$ cat src/rtl/biquad_iir_filter_q14_core_assert.svh
// Assertion macros used by the step sequencer of the biquad filter RTL.
`ifndef BIQUAD_IIR_FILTER_Q14_CORE_ASSERT_SVH
`define BIQUAD_IIR_FILTER_Q14_CORE_ASSERT_SVH

// Same-cycle implication, checked at every rising edge outside reset.
`define BQ_ASSERT_IMP(label, clk, rst_n, ante, cons) \
    label: assert property (@(posedge clk) disable iff (!(rst_n)) (ante) |-> (cons)) \
        else $error("biquad core: assertion failed");

// Next-cycle implication.
`define BQ_ASSERT_NXT(label, clk, rst_n, ante, cons) \
    label: assert property (@(posedge clk) disable iff (!(rst_n)) (ante) |=> (cons)) \
        else $error("biquad core: assertion failed");

`endif

$ cat src/rtl/bq_pkg.sv
// Shared constants, types and control structs of the biquad filter core.
package bq_pkg;

    localparam int COEF_FRAC_BITS = 14;
    localparam int SAMPLE_W       = 32;
    localparam int COEF_W         = 16;
    localparam int Q_W            = SAMPLE_W + COEF_FRAC_BITS;
    localparam int MUL_A_W        = SAMPLE_W + 1;
    localparam int PROD_W         = MUL_A_W + COEF_W;
    localparam int ACC_W          = SAMPLE_W + COEF_W + 3;
    localparam int STEP_W         = 4;
    localparam int CFG_IDX_W      = 3;

    localparam logic [CFG_IDX_W-1:0] CFG_COEF_B0  = CFG_IDX_W'(0);
    localparam logic [CFG_IDX_W-1:0] CFG_COEF_B1  = CFG_IDX_W'(1);
    localparam logic [CFG_IDX_W-1:0] CFG_COEF_B2  = CFG_IDX_W'(2);
    localparam logic [CFG_IDX_W-1:0] CFG_COEF_A1  = CFG_IDX_W'(3);
    localparam logic [CFG_IDX_W-1:0] CFG_COEF_A2  = CFG_IDX_W'(4);
    localparam logic [CFG_IDX_W-1:0] CFG_DF1_MODE = CFG_IDX_W'(5);

    localparam logic signed [COEF_W-1:0] COEF_B0_RESET = 16'sd16384;

    localparam logic [STEP_W-1:0] LAST_STEP_INT = STEP_W'(7);
    localparam logic [STEP_W-1:0] LAST_STEP_DF1 = STEP_W'(8);

    localparam longint S32_MAX_L = (longint'(1) << (SAMPLE_W - 1)) - 1;
    localparam longint S32_MIN_L = -(longint'(1) << (SAMPLE_W - 1));
    localparam longint Q_ONE_L   = longint'(1) << COEF_FRAC_BITS;

    localparam logic signed [ACC_W-1:0] ACC_S32_MAX = ACC_W'(S32_MAX_L);
    localparam logic signed [ACC_W-1:0] ACC_S32_MIN = ACC_W'(S32_MIN_L);
    localparam logic signed [ACC_W-1:0] ACC_Q_MAX   = ACC_W'(S32_MAX_L * Q_ONE_L);
    localparam logic signed [ACC_W-1:0] ACC_Q_MIN   = ACC_W'(S32_MIN_L * Q_ONE_L);
    localparam logic signed [ACC_W-1:0] ACC_RND     =
        ACC_W'(longint'(1) << (COEF_FRAC_BITS - 1));

    typedef enum logic [1:0] {
        ST_IDLE,
        ST_RUN,
        ST_DONE
    } t_state;

    typedef enum logic [3:0] {
        MS_X_B0,
        MS_X_B1,
        MS_X_B2,
        MS_X1_B1,
        MS_X2_B2,
        MS_HI1_A1,
        MS_LO1_A1,
        MS_HI2_A2,
        MS_LO2_A2,
        MS_Y_A1,
        MS_Y_A2
    } t_mul_sel;

    typedef enum logic [1:0] {
        ACC_HOLD,
        ACC_LOAD,
        ACC_ADD
    } t_acc_op;

    typedef enum logic [1:0] {
        BASE_ZERO,
        BASE_FIRST,
        BASE_SECOND
    } t_base_sel;

    typedef struct packed {
        t_acc_op acc_op;
        logic    prod_shift;
    } t_mac_ctl;

    typedef struct packed {
        t_mac_ctl  mac;
        t_mul_sel  mul_sel;
        t_base_sel base_sel;
        logic      cap_y;
        logic      store_first;
        logic      store_second;
        logic      df1_update;
        logic      last;
        logic      out_load;
        logic      out_held;
    } t_ctl;

endpackage

$ cat src/rtl/bq_mac.sv
// Shared multiplier with product register and accumulator.
module bq_mac (
    input  logic                              i_clk,
    input  logic signed [bq_pkg::MUL_A_W-1:0] i_mul_a,
    input  logic signed [bq_pkg::COEF_W-1:0]  i_mul_b,
    input  logic signed [bq_pkg::ACC_W-1:0]   i_base,
    input  bq_pkg::t_mac_ctl                  i_ctl,
    output logic signed [bq_pkg::ACC_W-1:0]   o_acc
);
    import bq_pkg::*;

    logic signed [PROD_W-1:0] r_prod;
    logic signed [PROD_W-1:0] prod_sh;
    logic signed [ACC_W-1:0]  addend;
    logic signed [ACC_W-1:0]  r_acc;

    // arithmetic shift gives floor of the Q product
    assign prod_sh = i_ctl.prod_shift ? (r_prod >>> COEF_FRAC_BITS) : r_prod;
    assign addend  = {{(ACC_W - PROD_W){prod_sh[PROD_W-1]}}, prod_sh};

    always_ff @(posedge i_clk) begin
        r_prod <= i_mul_a * i_mul_b;
        case (i_ctl.acc_op)
            ACC_LOAD: r_acc <= i_base + addend;
            ACC_ADD:  r_acc <= r_acc + addend;
            default:  r_acc <= r_acc;
        endcase
    end

    assign o_acc = r_acc;

endmodule

$ cat src/rtl/bq_ctrl.sv
// Step sequencer of the biquad core: issues one product per cycle while running.
`include "biquad_iir_filter_q14_core_assert.svh"

module bq_ctrl (
    input  logic         i_clk,
    input  logic         i_rst_n,
    input  logic         i_start,
    input  logic         i_df1,
    input  logic         i_out_free,
    output logic         o_ready,
    output bq_pkg::t_ctl o_ctl
);
    import bq_pkg::*;

    t_state            r_state;
    t_state            n_state;
    logic [STEP_W-1:0] r_step;
    logic [STEP_W-1:0] n_step;
    t_ctl              ctl;

    always_ff @(posedge i_clk) begin
        if (!i_rst_n) begin
            r_state <= ST_IDLE;
            r_step  <= '0;
        end else begin
            r_state <= n_state;
            r_step  <= n_step;
        end
    end

    always_comb begin
        n_state          = r_state;
        n_step           = r_step;
        ctl.mac.acc_op   = ACC_HOLD;
        ctl.mac.prod_shift = 1'b0;
        ctl.mul_sel      = MS_X_B0;
        ctl.base_sel     = BASE_ZERO;
        ctl.cap_y        = 1'b0;
        ctl.store_first  = 1'b0;
        ctl.store_second = 1'b0;
        ctl.df1_update   = 1'b0;
        ctl.last         = 1'b0;
        ctl.out_load     = 1'b0;
        ctl.out_held     = 1'b0;
        case (r_state)
            ST_IDLE: begin
                if (i_start) begin
                    n_state = ST_RUN;
                    n_step  = '0;
                end
            end
            ST_RUN: begin
                n_step = r_step + STEP_W'(1);
                if (!i_df1) begin
                    // transposed form: y first, then both accumulators
                    case (r_step)
                        STEP_W'(0): ctl.mul_sel = MS_X_B0;
                        STEP_W'(1): begin
                            ctl.mac.acc_op = ACC_LOAD;
                            ctl.base_sel   = BASE_FIRST;
                            ctl.mul_sel    = MS_X_B1;
                        end
                        STEP_W'(2): begin
                            ctl.cap_y      = 1'b1;
                            ctl.mac.acc_op = ACC_LOAD;
                            ctl.base_sel   = BASE_SECOND;
                        end
                        STEP_W'(3): ctl.mul_sel = MS_Y_A1;
                        STEP_W'(4): begin
                            ctl.mac.acc_op = ACC_ADD;
                            ctl.mul_sel    = MS_X_B2;
                        end
                        STEP_W'(5): begin
                            ctl.store_first = 1'b1;
                            ctl.mac.acc_op  = ACC_LOAD;
                            ctl.base_sel    = BASE_ZERO;
                            ctl.mul_sel     = MS_Y_A2;
                        end
                        STEP_W'(6): ctl.mac.acc_op = ACC_ADD;
                        default: begin
                            ctl.store_second = 1'b1;
                            ctl.last         = 1'b1;
                        end
                    endcase
                end else begin
                    // form I: seven products summed, feedback split in hi/lo halves
                    case (r_step)
                        STEP_W'(0): ctl.mul_sel = MS_X_B0;
                        STEP_W'(1): begin
                            ctl.mac.acc_op = ACC_LOAD;
                            ctl.base_sel   = BASE_ZERO;
                            ctl.mul_sel    = MS_X1_B1;
                        end
                        STEP_W'(2): begin
                            ctl.mac.acc_op = ACC_ADD;
                            ctl.mul_sel    = MS_X2_B2;
                        end
                        STEP_W'(3): begin
                            ctl.mac.acc_op = ACC_ADD;
                            ctl.mul_sel    = MS_HI1_A1;
                        end
                        STEP_W'(4): begin
                            ctl.mac.acc_op = ACC_ADD;
                            ctl.mul_sel    = MS_LO1_A1;
                        end
                        STEP_W'(5): begin
                            ctl.mac.acc_op     = ACC_ADD;
                            ctl.mac.prod_shift = 1'b1;
                            ctl.mul_sel        = MS_HI2_A2;
                        end
                        STEP_W'(6): begin
                            ctl.mac.acc_op = ACC_ADD;
                            ctl.mul_sel    = MS_LO2_A2;
                        end
                        STEP_W'(7): begin
                            ctl.mac.acc_op     = ACC_ADD;
                            ctl.mac.prod_shift = 1'b1;
                        end
                        default: begin
                            ctl.df1_update = 1'b1;
                            ctl.last       = 1'b1;
                        end
                    endcase
                end
                if (ctl.last) begin
                    n_step = '0;
                    if (i_out_free) begin
                        ctl.out_load = 1'b1;
                        n_state      = ST_IDLE;
                    end else begin
                        n_state = ST_DONE;
                    end
                end
            end
            ST_DONE: begin
                if (i_out_free) begin
                    ctl.out_load = 1'b1;
                    ctl.out_held = 1'b1;
                    n_state      = ST_IDLE;
                end
            end
            default: begin
                n_state = ST_IDLE;
                n_step  = '0;
            end
        endcase
    end

    assign o_ready = (r_state == ST_IDLE);
    assign o_ctl   = ctl;

    `BQ_ASSERT_IMP(a_idle_step_zero, i_clk, i_rst_n, r_state == ST_IDLE, r_step == '0)
    `BQ_ASSERT_NXT(a_start_runs, i_clk, i_rst_n, i_start, r_state == ST_RUN && r_step == '0)
    `BQ_ASSERT_IMP(a_load_when_free, i_clk, i_rst_n, ctl.out_load, i_out_free)
    `BQ_ASSERT_IMP(a_step_bound, i_clk, i_rst_n, r_state == ST_RUN, r_step <= LAST_STEP_DF1)
    `BQ_ASSERT_IMP(a_int_last, i_clk, i_rst_n, ctl.last && !i_df1, r_step == LAST_STEP_INT)

endmodule

$ cat src/rtl/biquad_iir_filter_q14_core.sv
// Biquad IIR core with a transposed mode and a form I mode.
// One item at a time; the next item is taken the cycle after the result is registered,
// so a new item is never accepted while the previous one is still being filtered.
// All products go through the single shared 33x16 multiplier, one product per cycle.
// The output register holds a result while the next item is already being filtered.
// Synchronous active-low reset restores the coefficients and clears all filter state.
module biquad_iir_filter_q14_core (
    input  logic                              i_clk,
    input  logic                              i_rst_n,
    input  logic                              s_axis_tvalid,
    output logic                              s_axis_tready,
    input  logic [bq_pkg::SAMPLE_W-1:0]       s_axis_tdata,  // [31:0] sample
    input  logic                              s_axis_tuser,  // [0] restart
    output logic                              m_axis_tvalid,
    input  logic                              m_axis_tready,
    output logic [bq_pkg::SAMPLE_W-1:0]       m_axis_tdata,  // [31:0] filtered sample
    input  logic                              i_cfg_valid,
    output logic                              o_cfg_ready,
    input  logic [bq_pkg::CFG_IDX_W-1:0]      i_cfg_index,
    input  logic [bq_pkg::COEF_W-1:0]         i_cfg_data
);
    import bq_pkg::*;

    logic signed [COEF_W-1:0]   r_coef_b0, r_coef_b1, r_coef_b2, r_coef_a1, r_coef_a2;
    logic                       r_df1;
    logic signed [ACC_W-1:0]    r_acc_first, r_acc_second;
    logic signed [SAMPLE_W-1:0] r_prev_in_one, r_prev_in_two;
    logic signed [Q_W-1:0]      r_prev_out_one, r_prev_out_two;
    logic signed [SAMPLE_W-1:0] r_x;
    logic signed [SAMPLE_W-1:0] r_y;
    logic                       r_out_valid;
    logic [SAMPLE_W-1:0]        r_out_data;

    logic                       ready;
    logic                       accept;
    logic                       out_free;
    t_ctl                       ctl;
    logic signed [MUL_A_W-1:0]  mul_a;
    logic signed [COEF_W-1:0]   mul_b;
    logic signed [ACC_W-1:0]    base;
    logic signed [ACC_W-1:0]    acc;
    logic signed [ACC_W-1:0]    int_sh;
    logic signed [SAMPLE_W-1:0] int_y;
    logic signed [ACC_W-1:0]    v_cl;
    logic signed [ACC_W-1:0]    v_q;
    logic                       neg_frac;
    logic signed [SAMPLE_W-1:0] df1_y;
    logic signed [SAMPLE_W-1:0] y_live;

    assign accept        = s_axis_tvalid && ready;
    assign s_axis_tready = ready;
    assign out_free      = !r_out_valid || m_axis_tready;
    assign o_cfg_ready   = 1'b1;

    // configuration registers
    always_ff @(posedge i_clk) begin
        if (!i_rst_n) begin
            r_coef_b0 <= COEF_B0_RESET;
            r_coef_b1 <= '0;
            r_coef_b2 <= '0;
            r_coef_a1 <= '0;
            r_coef_a2 <= '0;
            r_df1     <= 1'b0;
        end else if (i_cfg_valid) begin
            case (i_cfg_index)
                CFG_COEF_B0:  r_coef_b0 <= i_cfg_data;
                CFG_COEF_B1:  r_coef_b1 <= i_cfg_data;
                CFG_COEF_B2:  r_coef_b2 <= i_cfg_data;
                CFG_COEF_A1:  r_coef_a1 <= i_cfg_data;
                CFG_COEF_A2:  r_coef_a2 <= i_cfg_data;
                CFG_DF1_MODE: r_df1     <= i_cfg_data[0];
                default: ;
            endcase
        end
    end

    bq_ctrl u_ctrl (
        .i_clk      (i_clk),
        .i_rst_n    (i_rst_n),
        .i_start    (accept),
        .i_df1      (r_df1),
        .i_out_free (out_free),
        .o_ready    (ready),
        .o_ctl      (ctl)
    );

    // multiplier operands; stored outputs split into signed high and unsigned low part
    always_comb begin
        case (ctl.mul_sel)
            MS_X_B0:   begin mul_a = {r_x[SAMPLE_W-1], r_x};         mul_b = r_coef_b0; end
            MS_X_B1:   begin mul_a = {r_x[SAMPLE_W-1], r_x};         mul_b = r_coef_b1; end
            MS_X_B2:   begin mul_a = {r_x[SAMPLE_W-1], r_x};         mul_b = r_coef_b2; end
            MS_X1_B1: begin
                mul_a = {r_prev_in_one[SAMPLE_W-1], r_prev_in_one};
                mul_b = r_coef_b1;
            end
            MS_X2_B2: begin
                mul_a = {r_prev_in_two[SAMPLE_W-1], r_prev_in_two};
                mul_b = r_coef_b2;
            end
            MS_HI1_A1: begin
                mul_a = {r_prev_out_one[Q_W-1], r_prev_out_one[Q_W-1:COEF_FRAC_BITS]};
                mul_b = r_coef_a1;
            end
            MS_LO1_A1: begin
                mul_a = {{(MUL_A_W - COEF_FRAC_BITS){1'b0}},
                         r_prev_out_one[COEF_FRAC_BITS-1:0]};
                mul_b = r_coef_a1;
            end
            MS_HI2_A2: begin
                mul_a = {r_prev_out_two[Q_W-1], r_prev_out_two[Q_W-1:COEF_FRAC_BITS]};
                mul_b = r_coef_a2;
            end
            MS_LO2_A2: begin
                mul_a = {{(MUL_A_W - COEF_FRAC_BITS){1'b0}},
                         r_prev_out_two[COEF_FRAC_BITS-1:0]};
                mul_b = r_coef_a2;
            end
            MS_Y_A1:   begin mul_a = {r_y[SAMPLE_W-1], r_y};         mul_b = r_coef_a1; end
            MS_Y_A2:   begin mul_a = {r_y[SAMPLE_W-1], r_y};         mul_b = r_coef_a2; end
            default:   begin mul_a = {r_x[SAMPLE_W-1], r_x};         mul_b = r_coef_b0; end
        endcase
    end

    always_comb begin
        case (ctl.base_sel)
            BASE_FIRST:  base = r_acc_first + ACC_RND;
            BASE_SECOND: base = r_acc_second;
            default:     base = '0;
        endcase
    end

    bq_mac u_mac (
        .i_clk   (i_clk),
        .i_mul_a (mul_a),
        .i_mul_b (mul_b),
        .i_base  (base),
        .i_ctl   (ctl.mac),
        .o_acc   (acc)
    );

    // transposed form: floor shift then saturate
    assign int_sh = acc >>> COEF_FRAC_BITS;
    always_comb begin
        if (int_sh > ACC_S32_MAX) begin
            int_y = ACC_S32_MAX[SAMPLE_W-1:0];
        end else if (int_sh < ACC_S32_MIN) begin
            int_y = ACC_S32_MIN[SAMPLE_W-1:0];
        end else begin
            int_y = int_sh[SAMPLE_W-1:0];
        end
    end

    // form I: clamp in Q format, then divide truncating toward zero
    always_comb begin
        if (acc > ACC_Q_MAX) begin
            v_cl = ACC_Q_MAX;
        end else if (acc < ACC_Q_MIN) begin
            v_cl = ACC_Q_MIN;
        end else begin
            v_cl = acc;
        end
    end
    assign v_q      = v_cl >>> COEF_FRAC_BITS;
    assign neg_frac = v_cl[ACC_W-1] && (|v_cl[COEF_FRAC_BITS-1:0]);
    assign df1_y    = v_q[SAMPLE_W-1:0] + {{(SAMPLE_W - 1){1'b0}}, neg_frac};

    assign y_live = (r_df1 && !ctl.out_held) ? df1_y : r_y;

    always_ff @(posedge i_clk) begin
        if (accept) begin
            r_x <= s_axis_tdata;
        end
        if (ctl.cap_y) begin
            r_y <= int_y;
        end else if (ctl.last) begin
            r_y <= y_live;
        end
    end

    // filter state, cleared by reset and by the restart flag of an item
    always_ff @(posedge i_clk) begin
        if (!i_rst_n || (accept && s_axis_tuser)) begin
            r_acc_first    <= '0;
            r_acc_second   <= '0;
            r_prev_in_one  <= '0;
            r_prev_in_two  <= '0;
            r_prev_out_one <= '0;
            r_prev_out_two <= '0;
        end else begin
            if (ctl.store_first) begin
                r_acc_first <= acc;
            end
            if (ctl.store_second) begin
                r_acc_second <= acc;
            end
            if (ctl.df1_update) begin
                r_prev_in_two  <= r_prev_in_one;
                r_prev_in_one  <= r_x;
                r_prev_out_two <= r_prev_out_one;
                r_prev_out_one <= v_cl[Q_W-1:0];
            end
        end
    end

    // output register
    always_ff @(posedge i_clk) begin
        if (!i_rst_n) begin
            r_out_valid <= 1'b0;
        end else if (ctl.out_load) begin
            r_out_valid <= 1'b1;
        end else if (m_axis_tready) begin
            r_out_valid <= 1'b0;
        end
    end

    always_ff @(posedge i_clk) begin
        if (ctl.out_load) begin
            r_out_data <= y_live;
        end
    end

    assign m_axis_tvalid = r_out_valid;
    assign m_axis_tdata  = r_out_data;

endmodule
$ cat config.mk
export PLATFORM = sky130hd
export DESIGN_NAME = biquad_iir_filter_q14_core
export DESIGN_NICKNAME = d
export VERILOG_FILES = /design/src/rtl/bq_pkg.sv /design/src/rtl/bq_mac.sv /design/src/rtl/bq_ctrl.sv /design/src/rtl/biquad_iir_filter_q14_core.sv
export VERILOG_INCLUDE_DIRS = /design/src /design/src/rtl
export SDC_FILE = /design/constraint.sdc
export NUM_CORES = 2
export LEC_CHECK = 0
export BUFFER_PORTS_ARGS = -buffer_cell sky130_fd_sc_hd__buf_2
export CORE_MARGIN = 3
export CORE_UTILIZATION = 25
export CTS_CLUSTER_DIAMETER = 30
export DETAILED_ROUTE_END_ITERATION = 8
export GPL_ROUTABILITY_DRIVEN = 0
export PLACE_DENSITY = 0.48
export SLEW_MARGIN = 20
export SYNTH_ARGS = -nofsm -noshare
export SYNTH_HDL_FRONTEND = slang
export SYNTH_SLANG_ARGS = --single-unit
export TNS_END_PERCENT = 10
$ cat constraint.sdc
create_clock -name i_clk -period 12.2 [get_ports i_clk]
set_clock_uncertainty 0.1 [all_clocks]
set_input_delay 1.83 -clock i_clk [delete_from_list [all_inputs] [get_ports i_clk]]
set_output_delay 1.83 -clock i_clk [all_outputs]
set_load 0.02 [all_outputs]
# After elaboration in Yosys (flattened, before gate mapping)

Index checks and enable logic that the tools add are counted.

$add $sub $neg: 5
Multiply operators: 1
Div/mod/pow operators: 0
Order comparisons: 4
Equal/unequal tests: 31
Shift operators: 0
Mux-type cells: 45
Bitwise gates (word level): 1
Reduce and logical (&&, ||, !) cells: 35

Operators with widths:

| kind                                                          | number |
|---|---|
| one-hot mux 33 bit (7 select lines)                           | 1 |
| one-hot mux 51 bit (2 select lines)                           | 2 |
| 2-to-1 mux 32 bit                                             | 5 |
| adder 51 x 49 -> 51 bit                                       | 2 |
| 2-to-1 mux 51 bit                                             | 2 |
| one-hot mux 16 bit (4 select lines)                           | 1 |
| adder 51 x 15 -> 51 bit (second input constant)               | 1 |
| > comparator 51 x 46 -> 1 bit (second input constant)         | 1 |
| less-than comparator 51 x 46 -> 1 bit (second input constant) | 1 |
| multiplier 33 x 16 -> 49 bit                                  | 1 |
| 2-to-1 mux 48 bit                                             | 1 |
| > comparator 37 x 32 -> 1 bit (second input constant)         | 1 |
| less-than comparator 37 x 32 -> 1 bit (second input constant) | 1 |
| adder 32 x 1 -> 32 bit                                        | 1 |
| equality test 4 x 3 -> 1 bit (second input constant)          | 8 |
| one-hot mux 4 bit (6 select lines)                            | 1 |
| equality test 4 x 2 -> 1 bit (second input constant)          | 4 |
| one-hot mux 4 bit (4 select lines)                            | 1 |
| 2-to-1 mux 14 bit                                             | 1 |
| 2-to-1 mux 2 bit                                              | 7 |
| AND reduction 2 bit                                           | 7 |
| OR reduction 14 bit                                           | 1 |
| 2-to-1 mux 1 bit                                              | 13 |
| equality test 4 bit (second input constant)                   | 3 |
| 30 further kinds                                              | 55 |

Register bits after elaboration: 542
Latch bits: 0
RAM bits: 0
ROM bits: 0
Bits of input ports: 57
Output and inout port bits: 35
Logic and storage cells: 142
Memories: 0

# Logic depth before layout (Yosys ltp)

Depth after elaboration: 10
Gate-level depth with buffers: 38
Depth with buffers taken out: 33

# Cells and area by module

From an unflattened synthesis, not the netlist that was laid out.

Cell total of the unflattened synthesis: 5154
Area, all modules: 46198.1 µm²

Modules (own cells, without submodules):

| module                     | times used | cells each | area each (µm²) | sequential area each (µm²) |
|---|---|---|---|---|
| bq_mac                     | 1          | 2779       | 25106.6         | 2512.4 |
| biquad_iir_filter_q14_core | 1          | 2280       | 20433.3         | 9689.3 |
| bq_ctrl                    | 1          | 95         | 658.1           | 120.1 |

# Least setup slack after synthesis

OpenSTA, ideal clock, no wires.

Path kind: register -> register
From: register u_ctrl.r_step[0]
To: register u_mac.r_prod[46]
Library setup time: 0.129 ns
Arrival: 8.214 ns
Data required time: 11.971 ns
Slack: 3.757 ns
Stages on the path, launching flop included: 33
Buffers on the path: 2
Clock period less this slack: 8.443 ns
Path through: dfxtp_1 inv_1 ha_1 o21ai_2 a2111oi_4 and3_1 buf_2 o21bai_2 nor4_4 buf_4 mux2_2 nand2_1 inv_1 fa_1 inv_1 fa_1 inv_1 fa_1 fa_1 fa_1 inv_1 fa_1 inv_1 ha_1 a21oi_1 o21bai_1 a21oi_1 nor2b_1 o21a_1 o21a_1 o21ai_0 o311ai_0 xnor2_1

Word-level cells in the longest chain between the ends: 8
Elaborated cells on any way between the ends: 28
Those cells by class: mul: 1; eq/ne: 16; mux: 6; reduce/logical: 5

Ends and longest elaborated chain:

| element                                                                                    | RTL line                         | text |
|---|---|---|
| start, declared                                                                            | bq_ctrl.sv:17                    | `logic [STEP_W-1:0] r_step;` |
| start signal, assigned                                                                     | bq_ctrl.sv:27                    | `r_step <= n_step;` |
| equality test 4 x 3 -> 1 bit, or another cell as far along                                 | bq_ctrl.sv:87                    | `case (r_step)` |
| one-hot mux 4 bit (6 select lines) or one-hot mux 4 bit (4 select lines) (tied branches)   | bq_ctrl.sv:87, bq_ctrl.sv:56     |  |
| 2-to-1 mux 6 bit *                                                                         | bq_ctrl.sv:54                    | `if (!i_df1) begin` |
| 2-to-1 mux 14 bit *                                                                        | bq_ctrl.sv:45                    | `case (r_state)` |
| equality test 4 bit, or another cell as far along                                          | biquad_iir_filter_q14_core.sv:89 | `case (ctl.mul_sel)` |
| OR reduction 2 bit (no line) or OR reduction 3 bit (tied branches)                         | n/a                              |  |
| one-hot mux 33 bit (7 select lines) or one-hot mux 16 bit (4 select lines) (tied branches) | biquad_iir_filter_q14_core.sv:89 |  |
| multiplier 33 x 16 -> 49 bit *                                                             | bq_mac.sv:22                     | `r_prod <= i_mul_a * i_mul_b;` |
| end signal, assigned                                                                       | bq_mac.sv:22                     |  |
| end, declared                                                                              | bq_mac.sv:12                     | `logic signed [PROD_W-1:0] r_prod;` |

Mark *: on every way between the ends. The rest lies on a longest branch, timed or not.
A chain may end at the register's enable or synchronous reset.

# Worst setup path in the final report

From: register u_ctrl.r_step[1]
To: register u_mac.r_prod[47]

Same word-level chain as after synthesis.

==> impl_summary.md <==
Cells and area
The relative area change from synthesis to final layout is 16.9%. For this run, the number of standard cells in the final layout without fillers is 7850. The count of fill cells added during filler insertion is 19000. Cells with a size suffix above 1 make up 9.56% of the layout. The layout net count is 6108. The fraction of the core area covered by cells at the end of the flow is between 20% and 30%.

Yosys
By count the netlist is led by 1153 x nand2_1, 615 x inv_1, 492 x fa_1. The most frequent cell after synthesis is nand2_1. By area, the combinational part of the netlist is dominated by adder cells. The cell area that synthesis handed to floorplanning was 0.0452 mm².

The async set or reset register ratio after synthesis is 0%. In the synthesized netlist, mux cells make up 2.30% of the area. After Yosys synthesis, full adders, half adders and majority gates account for 26.8% of the synthesized area. The number of warnings issued by yosys is 0. Yosys attributes the largest share of cell area to fa_1 22%, dfxtp_1 18%, edfxtp_1 9.8%, nand2_1 9.6%, inv_1 5.1%. Counting every instance in the synthesized netlist gives 5364.

The synthesized flop and latch total is 542. The number of flops mapped to enable cells by yosys is 147. Summing the areas of all and, or, nand and nor instances in the mapped netlist gives between 10% and 20% of the synthesized area. Summing the areas of all compound-gate instances in the mapped netlist gives 15.0% of the synthesized area. The share of synthesized area in the top cell type comes to about 22%.

The average cell area after synthesis is 8.42 µm². The dominant register cell in the synthesized netlist is dfxtp_1. The cell type contributing the most total cell area after synthesis is fa_1. Synthesis instantiated 86 different standard cells from the library.

The post-synthesis xor/xnor area fraction is 2.73%. The number of nets in the synthesized netlist is 6092. The register area share after synthesis is 27.3%.

Global route
The overall overflow remaining after global route is 0. The total routing usage reported by global routing is 17.7%. Entering global routing, the biggest net connects 98 pins.

The first-pass GRT wire length is approximately 250000 µm. The number of antenna violations at the first check in global routing is 12. The number of global-route vias before repair is 38700.

Clock network
The hold buffer count at cts is 0. The maximum clock insertion buffer count is 3. The number of setup buffers added after CTS is 0. The clock-pin transition on the worst setup and hold timing paths is 0.05 ns.

Clock tree synthesis inserted a total of approximately 130 buffers. At the later pin of the worst-skew pair, clock insertion delay measures 0.76 ns. The CTS sink count is 542.

Clock tree synthesis selected as its root buffer the cell clkbuf_16. TritonCTS built the clock tree. The maximum level of the CTS H-tree is 4. The number of instances resized during post-cts repair is 0.

Setup path
Tracing the worst setup path back leads to its startpoint at u_ctrl.r_step[1]$_SDFFE_PN0P_. Together, buffers and inverters on the worst path number 4. The worst endpoint data arrival time is around 11 ns. The endpoint required time on the critical path is 12.78 ns. The worst setup path category is reg -> reg. The highest fanout seen on the critical path is 25. The slowest stage of the critical path is the o21ai_1 cell. The endpoint kind of the worst setup timing path is a flop.

The cell occurring most often along the worst timing path is fa_1. The kind of cell adding the most delay to the critical path is compound AO/OA/AOI/OAI gates. Across all register-to-register paths, the minimum setup slack is 1.44 ns. The launching point of the worst reg2reg path is u_ctrl.r_step[1]$_SDFFE_PN0P_. For this run, the slowest stage of the critical path takes 0.92 ns. The kind of start point of the critical path is a flop.

Routing
The wire length per cell is between 20 and 25 µm. The first-iteration detailed-routing DRC count is 3309. For this run, design rule violations remaining after detail routing come to 0.

The aggregate routed wire length is 165000 µm. The post-detailed-route count of antenna-violating nets is 0. The number of vias per cell after detailed routing is 4.85. The routed via count is 38100. The total iterations of the first detailed-routing run is 6.

Floorplanning
The die span in y is 431 µm. The cell row count is 155. The die span in x is 431 µm. For this configuration, the core starts out at a cell density of 25.2%. The die covers 0.186 mm².

The region available for standard cell placement spans between 0.15 and 0.2 mm². In this run the count of I/O pins placed on the die edge is 92.

STA
The total negative slack for setup checks is 0 ns. The highest clock frequency the design can meet is about 93 MHz. The normalized max-slew margin is 20.8%. The final count of hold timing violations was 0. The number of max-slew violations in the final report is 0.

After layout, the worst path uses about nine tenths of the clock period. The number of setup violations in the final report is 0. Setup repair after global routing left no endpoint under its margin. For the pin with the worst max-slew slack, the measured transition is approximately 1.2 ns. The final worst-path setup slack is 1.44 ns. The final period demand of the worst path is roughly 11 ns.

Power and ir drop
The total leakage power is 0.0214 µW. The power per cell area is 135 mW/mm². The peak supply drop is approximately 120 µV. The design draws just over 7000 µW.

Placed design
The post-placement cell count is 7600. Before CTS, the worst setup slack after placement is 1.47 ns. The number of port buffers is 90. Detailed placement ended at an HPWL of between 100000 and 150000 µm.

Flow run
Across the run, the number of max-cap violations was 0.

Hold path
The class of the tightest hold or removal check is reg -> reg. The hold path startpoint is r_acc_first[46]$_SDFFE_PP0P_.

Run status
The run finished with clean final reports.
-- tightest hold or removal path, cell delays in order (launching register included) --
cell,delay [ns]
dfxtp_1,0.30
nand2_1,0.05
a21oi_1,0.05
-- power breakdown --
part / internal [µW] / leakage, µW / switching [µW]
clock network: 2360 / 0.00224 / 1240
logic: 515 / 0.0146 / 930
registers: 1970 / 0.00455 / 123
total: 4850 / 0.0214 / 2290
-- logic make-up (layout without fill, tap and decap cells) --
kind of cell | after synthesis | after routing
muxes | 97 | 97
and+or+nand+nor | 1941 | 1941
DFF | 542 | 542
adders and majority gates | 671 | 671
other | 1 | 4
AOI/OAI and AO/OA | 1063 | 1063
xor gates and xnor gates | 141 | 141
buffers and inverters | 908 | 1036
-- area by class of cell --
| type | count | area (µm²) | area share, % |
|---|---|---|---|
| inverters | 618 | 2320 | 4.39 |
| diodes | 3 | 7.51 | 0.0142 |
| flip-flops and latches | 542 | 12300 | 23.3 |
| repair buffers | 171 | 1070 | 2.03 |
| clock buffers | 160 | 3620 | 6.85 |
| well taps | 2355 | 2950 | 5.58 |
| clock inverters | 87 | 1020 | 1.93 |
| multi-input cells | 3914 | 29500 | 55.9 |
-- per-layer routing --
layer | GRT usage (%) | vias up | share of wire [%]
met5 | 0 | - | 0.087
met4 | 9.28 | 22 | 5.7
met3 | 3.11 | 334 | 6.2
met2 | 28.4 | 1256 | 45
met1 | 22.7 | 18900 | 43
li1 | - | 17600 | -
-- placed cells by master, fill, tap and decap left out, types with 14 or more instances in the layout --
| master | netlist | final |
|---|---|---|
| nand2_1 | 1153 | 1151 |
| inv_1 | 615 | 614 |
| fa_1 | 492 | 492 |
| nor2_1 | 416 | 413 |
| dfxtp_1 | 395 | 395 |
| a21oi_1 | 389 | 387 |
| ha_1 | 179 | 177 |
| o21ai_0 | 172 | 172 |
| edfxtp_1 | 147 | 147 |
| clkbuf_16 | 0 | 138 |
| xnor2_1 | 96 | 96 |
| buf_2 | 58 | 90 |
| a21boi_0 | 88 | 88 |
| a22oi_1 | 81 | 81 |
| buf_4 | 6 | 80 |
| nand3_1 | 76 | 76 |
| a21o_1 | 57 | 57 |
| nand4_1 | 54 | 54 |
| nand2b_1 | 48 | 48 |
| o21a_1 | 48 | 48 |
| xor2_1 | 45 | 45 |
| mux2i_1 | 51 | 43 |
| mux2_2 | 42 | 42 |
| nor2b_1 | 39 | 39 |
| nor3_1 | 42 | 39 |
| and3_1 | 29 | 29 |
| a211oi_1 | 23 | 23 |
| o21bai_1 | 20 | 20 |
| and2_1 | 21 | 20 |
| clkinv_2 | 0 | 19 |
| a222oi_1 | 16 | 16 |
| o21ai_1 | 17 | 16 |
| o21ai_2 | 14 | 15 |
| a31oi_1 | 15 | 15 |
| inv_6 | 0 | 15 |
| a311oi_1 | 14 | 14 |
| clkbuf_1 | 214 | 14 |
-- through the flow --
step	hold WS (ns)	instance area, µm²
after floorplan	0.336	45200
after detailed placement	0.347	48200
after CTS	0.352	52800
after global routing	0.365	52800
after global placement	0.341	48200
final	0.351	52800
-- final timing paths --
kind                                        to  cells after the start
hold / removal    r_acc_first[46]$_SDFFE_PP0P_                      2
setup / recovery      u_mac.r_prod[47]$_DFF_P_                     28
setup reg to reg      u_mac.r_prod[47]$_DFF_P_                     28
hold reg to reg   r_acc_first[46]$_SDFFE_PP0P_                      2
-- sequential cells by signal (all words and copies together), names as in the netlist --
name,cells
r_coef_a1,16
r_acc_second,51
r_coef_b2,16
r_coef_b0,16
u_mac.o_acc,51
r_acc_first,51
r_prev_out_two,46
r_df1,1
r_coef_b1,16
r_prev_in_one,32
u_ctrl.r_step,4
r_prev_out_one,46
r_y,32
u_ctrl.r_state,2
m_axis_tvalid,1
r_prev_in_two,32
u_mac.r_prod,49
m_axis_tdata,32
r_x,32
r_coef_a2,16
(Power assumes the default switching activity.)
